[config.mk]
export PLATFORM = sky130hd
export DESIGN_NAME = tga_rle_stream_decoder_unit
export DESIGN_NICKNAME = d
export VERILOG_FILES = /design/src/hw/rtl/tgard_pkg.sv /design/src/hw/rtl/tgard_parser.sv /design/src/hw/rtl/tgard_out_reg.sv /design/src/hw/rtl/tga_rle_stream_decoder_unit.sv
export SDC_FILE = /design/constraint.sdc
export NUM_CORES = 1
export LEC_CHECK = 0
export BUFFER_PORTS_ARGS = -buffer_cell sky130_fd_sc_hd__buf_4
export CELL_PAD_IN_SITES_DETAIL_PLACEMENT = 0
export CELL_PAD_IN_SITES_GLOBAL_PLACEMENT = 1
export CORE_ASPECT_RATIO = 1.75
export CORE_UTILIZATION = 41
export DETAILED_ROUTE_END_ITERATION = 7
export GPL_ROUTABILITY_DRIVEN = 0
export PLACE_DENSITY_LB_ADDON = 0.1
export SLEW_MARGIN = 30
export SYNTH_ARGS = -nofsm -noshare
export SYNTH_HDL_FRONTEND = slang
export SYNTH_SLANG_ARGS = --single-unit
[constraint.sdc]
create_clock -name clock -period 12.2 [get_ports clock]
set_input_delay 2.44 -clock clock [delete_from_list [all_inputs] [get_ports clock]]
set_output_delay 2.44 -clock clock [all_outputs]
set_load 0.02 [all_outputs]
[src/hw/rtl/tgard_pkg.sv]
// Shared types and constants for the TGA run-length stream decoder.
package tgard_pkg;

   typedef enum logic [4:0] {
      PH_HEADER  = 5'b00001,
      PH_SKIP_ID = 5'b00010,
      PH_PACKET  = 5'b00100,
      PH_PIXEL   = 5'b01000,
      PH_IDLE    = 5'b10000
   } phase_type;

   typedef enum logic [1:0] {
      KIND_HEADER = 2'd0,
      KIND_PIXEL  = 2'd1,
      KIND_ERROR  = 2'd2
   } kind_type;

   typedef enum logic [2:0] {
      ERR_NONE      = 3'd0,
      ERR_COLORMAP  = 3'd1,
      ERR_ENCODING  = 3'd2,
      ERR_SIZE      = 3'd3,
      ERR_DEPTH     = 3'd4,
      ERR_TRUNCATED = 3'd5
   } err_type;

   // header byte positions
   localparam logic [4:0] HDR_ID_LEN   = 5'd0;
   localparam logic [4:0] HDR_CMAP     = 5'd1;
   localparam logic [4:0] HDR_TYPE     = 5'd2;
   localparam int         HDR_COORD0   = 8;
   localparam logic [4:0] HDR_DEPTH    = 5'd16;
   localparam logic [4:0] HDR_LAST     = 5'd17;

   localparam logic [7:0] TYPE_RAW     = 8'd2;
   localparam logic [7:0] TYPE_RLE     = 8'd10;
   localparam logic [7:0] DEPTH_24     = 8'd24;
   localparam logic [7:0] DEPTH_32     = 8'd32;
   localparam logic [7:0] DESC_MAX     = 8'd32;
   localparam int         FLIP_BIT     = 4;
   localparam int         RUN_BIT      = 7;
   localparam logic [7:0] RUN_BIAS     = 8'd127;
   localparam logic signed [16:0] DIM_MAX = 17'sd32767;
   localparam logic signed [16:0] DIM_MIN = 17'sd1;

   typedef struct packed {
      phase_type   phase;
      logic [4:0]  hdr_idx;
      logic [7:0]  id_left;
      logic [63:0] coord;
      logic        rle;
      logic        bpp4;
      logic        run;
      logic [7:0]  pkt_left;
      logic [1:0]  byte_idx;
      logic [31:0] pix;
      logic [29:0] pix_left;
      logic        flip;
      logic [7:0]  cmap;
      logic [7:0]  itype;
      logic [7:0]  depth;
   } state_type;

   localparam state_type ST_RESET = '{
      phase:    PH_HEADER,
      hdr_idx:  5'd0,
      id_left:  8'd0,
      coord:    64'd0,
      rle:      1'b0,
      bpp4:     1'b1,
      run:      1'b0,
      pkt_left: 8'd0,
      byte_idx: 2'd0,
      pix:      32'd0,
      pix_left: 30'd0,
      flip:     1'b0,
      cmap:     8'd0,
      itype:    8'd0,
      depth:    8'd0
   };

   typedef struct packed {
      kind_type    kind;
      logic [7:0]  red;
      logic [7:0]  green;
      logic [7:0]  blue;
      logic [7:0]  alpha;
      logic [7:0]  repeat_count;
      logic [14:0] width;
      logic [14:0] height;
      logic [5:0]  bpp;
      logic        flip;
      err_type     err;
      logic        last;
   } result_type;

endpackage

[src/hw/rtl/tgard_parser.sv]
// Parse state and per-byte decode step: header, ID skip, packets and pixels.
module tgard_parser (
   input  logic                 clock,
   input  logic                 reset,
   input  logic                 step,
   input  logic [7:0]           file_byte,
   input  logic                 first_byte,
   input  logic                 final_byte,
   output logic                 has_result,
   output tgard_pkg::result_type result
);
   import tgard_pkg::*;

   state_type         st_ff;
   state_type         st_in;
   state_type         cur;
   logic signed [16:0] w_diff;
   logic signed [16:0] h_diff;
   logic [29:0]       pix_total;
   logic [31:0]       pix_merged;
   logic [2:0]        bytes_needed;
   logic [7:0]        count;
   logic [7:0]        pkt_next;
   logic [29:0]       left_next;
   logic              size_bad;

   always_comb begin
      cur = first_byte ? ST_RESET : st_ff;

      w_diff = $signed({cur.coord[47], cur.coord[47:32]})
             - $signed({cur.coord[15], cur.coord[15:0]});
      h_diff = $signed({cur.coord[63], cur.coord[63:48]})
             - $signed({cur.coord[31], cur.coord[31:16]});
      size_bad = (w_diff < DIM_MIN) || (h_diff < DIM_MIN)
              || (w_diff > DIM_MAX) || (h_diff > DIM_MAX);
      pix_total = w_diff[14:0] * h_diff[14:0];

      pix_merged   = cur.pix | ({24'd0, file_byte} << {cur.byte_idx, 3'b000});
      bytes_needed = cur.bpp4 ? 3'd4 : 3'd3;

      // run length clipped at image end
      if (cur.rle && cur.run) begin
         count    = ({22'd0, cur.pkt_left} > cur.pix_left) ? cur.pix_left[7:0]
                                                           : cur.pkt_left;
         pkt_next = 8'd0;
      end else begin
         count    = 8'd1;
         pkt_next = (cur.rle && cur.pkt_left != 8'd0) ? cur.pkt_left - 8'd1
                                                     : cur.pkt_left;
      end
      left_next = cur.pix_left - {22'd0, count};

      st_in      = cur;
      result     = '0;
      has_result = 1'b0;

      unique case (cur.phase)
         PH_HEADER: begin
            if (cur.hdr_idx == HDR_ID_LEN) st_in.id_left = file_byte;
            if (cur.hdr_idx == HDR_CMAP) st_in.cmap = file_byte;
            if (cur.hdr_idx == HDR_TYPE) st_in.itype = file_byte;
            if (cur.hdr_idx == HDR_DEPTH) st_in.depth = file_byte;
            for (int k = 0; k < 8; k++) begin
               if (cur.hdr_idx == 5'(HDR_COORD0 + k)) st_in.coord[8*k +: 8] = file_byte;
            end
            if (cur.hdr_idx == HDR_LAST) begin
               has_result = 1'b1;
               priority if (cur.cmap > 8'd1) begin
                  result.kind = KIND_ERROR;
                  result.err  = ERR_COLORMAP;
               end else if (cur.itype != TYPE_RAW && cur.itype != TYPE_RLE) begin
                  result.kind = KIND_ERROR;
                  result.err  = ERR_ENCODING;
               end else if (size_bad) begin
                  result.kind = KIND_ERROR;
                  result.err  = ERR_SIZE;
               end else if (file_byte > DESC_MAX
                            || (cur.depth != DEPTH_24 && cur.depth != DEPTH_32)) begin
                  result.kind = KIND_ERROR;
                  result.err  = ERR_DEPTH;
               end else if (cur.cmap != 8'd0) begin
                  result.kind = KIND_ERROR;
                  result.err  = ERR_COLORMAP;
               end else begin
                  result.kind   = KIND_HEADER;
                  result.width  = w_diff[14:0];
                  result.height = h_diff[14:0];
                  result.bpp    = cur.depth[5:0];
                  result.flip   = file_byte[FLIP_BIT];
               end
               if (result.kind == KIND_ERROR) begin
                  st_in.phase = PH_IDLE;
               end else begin
                  st_in.rle      = (cur.itype == TYPE_RLE);
                  st_in.bpp4     = (cur.depth == DEPTH_32);
                  st_in.flip     = file_byte[FLIP_BIT];
                  st_in.pix_left = pix_total;
                  st_in.run      = 1'b0;
                  st_in.byte_idx = 2'd0;
                  st_in.pix      = 32'd0;
                  if (cur.id_left != 8'd0) begin
                     st_in.phase = PH_SKIP_ID;
                  end else begin
                     st_in.phase = (cur.itype == TYPE_RLE) ? PH_PACKET : PH_PIXEL;
                  end
               end
            end else begin
               st_in.hdr_idx = cur.hdr_idx + 5'd1;
            end
         end
         PH_SKIP_ID: begin
            st_in.id_left = cur.id_left - 8'd1;
            if (cur.id_left == 8'd1) begin
               st_in.phase    = cur.rle ? PH_PACKET : PH_PIXEL;
               st_in.run      = 1'b0;
               st_in.byte_idx = 2'd0;
               st_in.pix      = 32'd0;
            end
         end
         PH_PACKET: begin
            if (file_byte[RUN_BIT]) begin
               st_in.run      = 1'b1;
               st_in.pkt_left = file_byte - RUN_BIAS;
            end else begin
               st_in.run      = 1'b0;
               st_in.pkt_left = file_byte + 8'd1;
            end
            st_in.phase    = PH_PIXEL;
            st_in.byte_idx = 2'd0;
            st_in.pix      = 32'd0;
         end
         PH_PIXEL: begin
            if ({1'b0, cur.byte_idx} + 3'd1 >= bytes_needed) begin
               has_result          = 1'b1;
               result.kind         = KIND_PIXEL;
               result.red          = pix_merged[23:16];
               result.green        = pix_merged[15:8];
               result.blue         = pix_merged[7:0];
               result.alpha        = cur.bpp4 ? pix_merged[31:24] : 8'd0;
               result.repeat_count = count;
               st_in.pkt_left      = pkt_next;
               st_in.pix_left      = left_next;
               st_in.byte_idx      = 2'd0;
               st_in.pix           = 32'd0;
               if (left_next == 30'd0) begin
                  result.last = 1'b1;
                  st_in.phase = PH_IDLE;
               end else if (cur.rle && pkt_next == 8'd0) begin
                  st_in.phase = PH_PACKET;
               end
            end else begin
               st_in.pix      = pix_merged;
               st_in.byte_idx = cur.byte_idx + 2'd1;
            end
         end
         PH_IDLE: begin
            st_in = cur;
         end
         default: begin
            st_in = cur;
         end
      endcase

      // file ended before the image did
      if (final_byte && st_in.phase != PH_IDLE) begin
         result      = '0;
         result.kind = KIND_ERROR;
         result.err  = ERR_TRUNCATED;
         has_result  = 1'b1;
         st_in.phase = PH_IDLE;
      end
   end

   always_ff @(posedge clock) begin
      if (reset) begin
         st_ff <= ST_RESET;
      end else if (step) begin
         st_ff <= st_in;
      end
   end

endmodule

[src/hw/rtl/tgard_out_reg.sv]
// Result register with valid/ready handshake toward the consumer.
module tgard_out_reg (
   input  logic                 clock,
   input  logic                 reset,
   input  logic                 load,
   input  tgard_pkg::result_type load_result,
   output logic                 free,
   output logic                 rsp_valid,
   input  logic                 rsp_ready,
   output tgard_pkg::result_type rsp_result
);
   import tgard_pkg::*;

   logic       valid_ff;
   logic       valid_in;
   result_type result_ff;

   // slot can take a new word this cycle if empty or being drained
   assign free = !valid_ff || rsp_ready;

   always_comb begin
      if (load) begin
         valid_in = 1'b1;
      end else if (rsp_ready) begin
         valid_in = 1'b0;
      end else begin
         valid_in = valid_ff;
      end
   end

   always_ff @(posedge clock) begin
      if (reset) begin
         valid_ff <= 1'b0;
      end else begin
         valid_ff <= valid_in;
      end
   end

   always_ff @(posedge clock) begin
      if (load) begin
         result_ff <= load_result;
      end
   end

   assign rsp_valid  = valid_ff;
   assign rsp_result = result_ff;

endmodule

[src/hw/rtl/tga_rle_stream_decoder_unit.sv]
// Path: input register, then the combinational parser, then the result register.
// Throughput: one file byte per cycle unless stalled; both registers are one word deep.
// Bytes that make no result (header, ID skip, packet headers, partial pixels) load no word.
// Stalls: rsp_ready low holds the result register, and req_ready drops once both are full.
// Reset (synchronous): empties both registers and returns the parser to header byte 0.
module tga_rle_stream_decoder_unit (
   input  logic        clock,
   input  logic        reset,
   input  logic        req_valid,
   output logic        req_ready,
   input  logic [7:0]  req_file_byte,
   input  logic        req_first_byte,
   input  logic        req_final_byte,
   output logic        rsp_valid,
   input  logic        rsp_ready,
   output logic [1:0]  rsp_result_kind,
   output logic [7:0]  rsp_red,
   output logic [7:0]  rsp_green,
   output logic [7:0]  rsp_blue,
   output logic [7:0]  rsp_alpha,
   output logic [7:0]  rsp_repeat_count,
   output logic [14:0] rsp_image_width,
   output logic [14:0] rsp_image_height,
   output logic [5:0]  rsp_bits_per_pixel,
   output logic        rsp_needs_flip,
   output logic [2:0]  rsp_error_code,
   output logic        rsp_last_pixel
);
   import tgard_pkg::*;

   logic       in_valid_ff;
   logic       in_valid_in;
   logic [7:0] byte_ff;
   logic       first_ff;
   logic       final_ff;
   logic       out_free;
   logic       step;
   logic       has_result;
   result_type result;
   result_type rsp_result;

   assign step      = in_valid_ff && out_free;
   assign req_ready = !in_valid_ff || out_free;

   always_comb begin
      if (req_valid && req_ready) begin
         in_valid_in = 1'b1;
      end else if (step) begin
         in_valid_in = 1'b0;
      end else begin
         in_valid_in = in_valid_ff;
      end
   end

   always_ff @(posedge clock) begin
      if (reset) begin
         in_valid_ff <= 1'b0;
      end else begin
         in_valid_ff <= in_valid_in;
      end
   end

   always_ff @(posedge clock) begin
      if (req_valid && req_ready) begin
         byte_ff  <= req_file_byte;
         first_ff <= req_first_byte;
         final_ff <= req_final_byte;
      end
   end

   tgard_parser u_parser (
      .clock      (clock),
      .reset      (reset),
      .step       (step),
      .file_byte  (byte_ff),
      .first_byte (first_ff),
      .final_byte (final_ff),
      .has_result (has_result),
      .result     (result)
   );

   tgard_out_reg u_out (
      .clock       (clock),
      .reset       (reset),
      .load        (step && has_result),
      .load_result (result),
      .free        (out_free),
      .rsp_valid   (rsp_valid),
      .rsp_ready   (rsp_ready),
      .rsp_result  (rsp_result)
   );

   assign rsp_result_kind    = rsp_result.kind;
   assign rsp_red            = rsp_result.red;
   assign rsp_green          = rsp_result.green;
   assign rsp_blue           = rsp_result.blue;
   assign rsp_alpha          = rsp_result.alpha;
   assign rsp_repeat_count   = rsp_result.repeat_count;
   assign rsp_image_width    = rsp_result.width;
   assign rsp_image_height   = rsp_result.height;
   assign rsp_bits_per_pixel = rsp_result.bpp;
   assign rsp_needs_flip     = rsp_result.flip;
   assign rsp_error_code     = rsp_result.err;
   assign rsp_last_pixel     = rsp_result.last;

endmodule

==> summary.md <==
| Metric | Value |
|---|---|
| Fin nets | `3205` |
| Rows | `116` |
| CP Launch Type | `register` |
| Number of synthesis warnings | `0` |
| Flop2flop setup slack | `2.45 ns` |
| CTS H-Tree Depth | `1` |
| CTS Hold Bufs | `0` |
| Reg2Reg Depth | `33` |
| Final worst path period share | `79.9%` |
| Post_cts resized | `0` |
| Crit-path max FO | `95` |
| Worst Hold Class | `reg -> reg` |
| Fraction of layout cells with a size suffix above 1 | `9.65%` |
| Fillers | `5829` |
| Total Negative Setup Slacks | `0 ns` |
| Worst Skew | `0.0337 ns` |
| Max IR drop VDD | `98.8 uV` |
| Placed Area | `0.0255 mm2` |
| 1st-iter DRT viols | `1463` |
| Ant. Diodes | `0` |
| Clock power share | `43.0%` |
| Post-route worst setup slack | `2.45 ns` |
| Initial antenna violation count | `1` |
| Rel. slew slack | `24.7%` |
| Largest net degree at the start of global routing | `100` |
| Post-route minimum period | `9.75 ns` |
| DP HPWL | `62900 um` |
| Ys flop type | `dfxtp_1` |
| Fmax | `103 MHz` |
| PwrDens | `80.8 mW/mm2` |
| Place WS | `2.49 ns` |
| Sw Share | `27.8%` |
| EDFF count, synth | `93` |
| Yosys top cell by area | `dfxtp_1` |
| ANT nets after route | `0` |
| Worst path slowest cell | `o41ai_1` |
| Worst R2R End | `u_parser.st_ff[54]` |
| Area growth, synth to finish | `11.4%` |
| TritonCTS clock tree | `built` |
| Crit path to | `u_parser.st_ff[54]` |
| Routed via count | `21500` |
| Mapped Avg Cell Area | `8.44 um2` |
| Die Wd | `184 um` |
| Aggregate global-route resource usage | `28.4%` |
| Final hold vios | `0` |
| Asr flop ratio synth | `0%` |
| Hold Crit Depth | `2` |
| Synth top area share | `15.4%` |
| Worst-case clock buffer depth | `3` |
| Root Driver | `clkbuf_16` |
| DIE AREA | `0.0590 mm2` |
| Final core utilization | `46.3%` |
| Multi-input combinational cell area | `0.0158 mm2` |
| WP data arrival | `10.27 ns` |
| Area of the core | `0.0572 mm2` |
| Clock transition at path regs | `0.07 ns` |
| RSZ-0062 raised after global routing | `false` |
| Seq cells post-synth | `276` |
| Worst setup path start | `first_ff` |
| Unique masters post-synth | `96` |
| Top post-synthesis cells by area | `dfxtp_1, fa_1, edfxtp_1` |
| CP Capture Type | `register` |
| Comb power frac | `11.4%` |
| Wire per inst | `22.8 um` |
| Seq/Total Area, Yosys | `27.2%` |
| Leak Pwr | `11.1 nW` |
| Residual DRC | `0` |
| Status | `complete, no violations` |
| Pre-antenna DRT Iters | `5` |
| Vias in the first global route | `21500` |
| Sw power | `596 uW` |
| Post-CTS Setup Inserts | `0` |
| Reg2reg start | `first_ff` |
| Num CTS Buffers | `29` |
| Critical path class | `reg -> reg` |
| Synth Cell Area | `0.0238 mm2` |
| Initial Util | `41.6%` |
| Crit path required time | `12.72 ns` |
| CP max stage delay | `0.77 ns` |
| FF+latch area | `0.00646 mm2` |
| Via-to-Cell Ratio | `5.88` |
| Ports | `99` |
| Final setup fails | `0` |
| Max Transition Viols Final | `0` |
| P_int | `1.54 mW` |
| Final Non-Filler Cells | `3658` |
| First-pass GRT wire length | `128000 um` |
| Worst-Margin Slew | `1.12 ns` |
| Sequential share of power | `45.6%` |
| Clk Latency, worst-skew pair | `0.60 ns` |
| Clk sinks | `276` |
| WL final | `83600 um` |
| PortBufs | `98` |
| Die Height | `321 um` |
| Synthesized instance count | `2815` |
| MaxCap Viol Count | `0` |
| Inst Count DP | `3604` |
| Gr ovfl total | `0` |
| Finished Cell Area | `0.0265 mm2` |
## power groups by stage
stage,combinational [mW],sequential (mW),clock [mW]
final,0.243,0.975,0.921
after global placement,0.237,0.995,0
after floorplan,0.156,0.996,0
after global routing,0.261,0.976,0.971
after CTS,0.240,0.975,0.945
after detailed placement,0.239,0.995,0
## per-layer routing
| layer | wire (um) | track usage (%) | part of all wire (%) | up-vias |
|---|---|---|---|---|
| met2 | 43000 | 51.8 | 51 | 785 |
| met3 | 3810 | 2.82 | 4.6 | 256 |
| met5 | 8 | 0 | 0.0096 | - |
| li1 | - | - | - | 9967 |
| met1 | 30800 | 31.2 | 37 | 10500 |
| met4 | 5950 | 17.6 | 7.1 | 2 |
## logic make-up after synthesis
group / count (synthesis) / share of synthesized area (%)
buffers and inverters: 407 / 6.65
AO/OA/AOI/OAI: 653 / 19.1
AND/OR/NAND/NOR: 1047 / 20.6
adder cells (fa/ha/maj): 323 / 22.4
flip-flops: 276 / 27.2
other: 1 / 0.0158
multiplexers: 22 / 0.927
XOR/XNOR: 86 / 3.20
## cell usage in the layout, fill, tap and decap left out, types with 14 or more instances in the layout
cell and instances:
o21ai_0 100, nor2b_1 60, or4_1 14, fa_1 170, clkbuf_16 29, or2_2 15, nor3_1 95, mux2i_1 22
nand2b_1 34, and3_1 19, buf_4 170, o211ai_1 14, a31oi_1 17, a21o_1 18, a211oi_1 23, nand2_1 222
inv_1 251, nor4_1 30, nand4_1 22, o21a_1 25, edfxtp_1 93, nor2_1 420, o21ai_1 16, a22oi_1 158
ha_1 153, dfxtp_1 183, xnor2_1 48, nand3_1 45, xor2_1 34, a21oi_1 126
## registers in the layout (all words and copies together) (netlist names)
register,count
final_ff,1
in_valid_ff,1
first_ff,1
u_out.rsp_valid,1
u_parser.st_ff,181
byte_ff,8
u_out.rsp_result,83
## worst min-delay path by stage
stage,from,end,slack [ns]
6_report,u_parser.st_ff[173],u_parser.st_ff[173],0.49
3_5_place_dp,u_parser.st_ff[25],u_parser.st_ff[25],0.48
4_1_cts,u_parser.st_ff[160],u_parser.st_ff[160],0.50
2_1_floorplan,u_parser.st_ff[28],u_parser.st_ff[28],0.42
5_1_grt,u_parser.st_ff[25],u_parser.st_ff[25],0.52
3_3_place_gp,u_parser.st_ff[25],u_parser.st_ff[25],0.48
## cell usage after synthesis, types with 12 or more instances
cell type	count
xnor2_1	50
and3_1	19
a211oi_1	23
o31ai_1	13
ha_1	153
or3_1	12
o211ai_1	14
xor2_1	35
a21oi_1	126
o21a_1	25
dfxtp_1	183
nand2_1	222
or4_1	14
nand3_1	45
inv_1	252
or2_2	15
nor2_1	420
o21ai_0	100
a31oi_1	18
nor3_1	97
o21ai_1	16
clkbuf_1	127
o22ai_1	13
nor2b_1	61
nand4_1	22
edfxtp_1	93
a22oi_1	158
fa_1	170
nand2b_1	35
a21o_1	18
and2_1	13
mux2i_1	22
nor4_1	32
## worst max-delay path, delay by kind of cell, from the launching register on
family	cells	cell delay (ns)
AND/OR/NAND/NOR	5	0.74
adder cells (fa/ha/maj)	8	3.75
buffers and inverters	8	0.93
XOR/XNOR	2	0.33
flip-flops	1	0.41
AO/OA/AOI/OAI	10	3.42
## through the flow
stage	total power [mW]	hold slack, ns
final	2.14	0.494
after global placement	1.23	0.476
after global routing	2.21	0.519
after detailed placement	1.23	0.475
after CTS	2.16	0.501
after floorplan	1.15	0.425
## area by class of cell
cell class | count | area share [%]
Multi-Input combinational cell | 2134 | 59.8
Sequential cell | 276 | 24.4
Timing Repair Buffer | 174 | 5.02
Tap cell | 767 | 3.62
Inverter | 253 | 3.59
Clock buffer | 35 | 2.90
Clock inverter | 19 | 0.718
(Power assumes the default switching activity.)
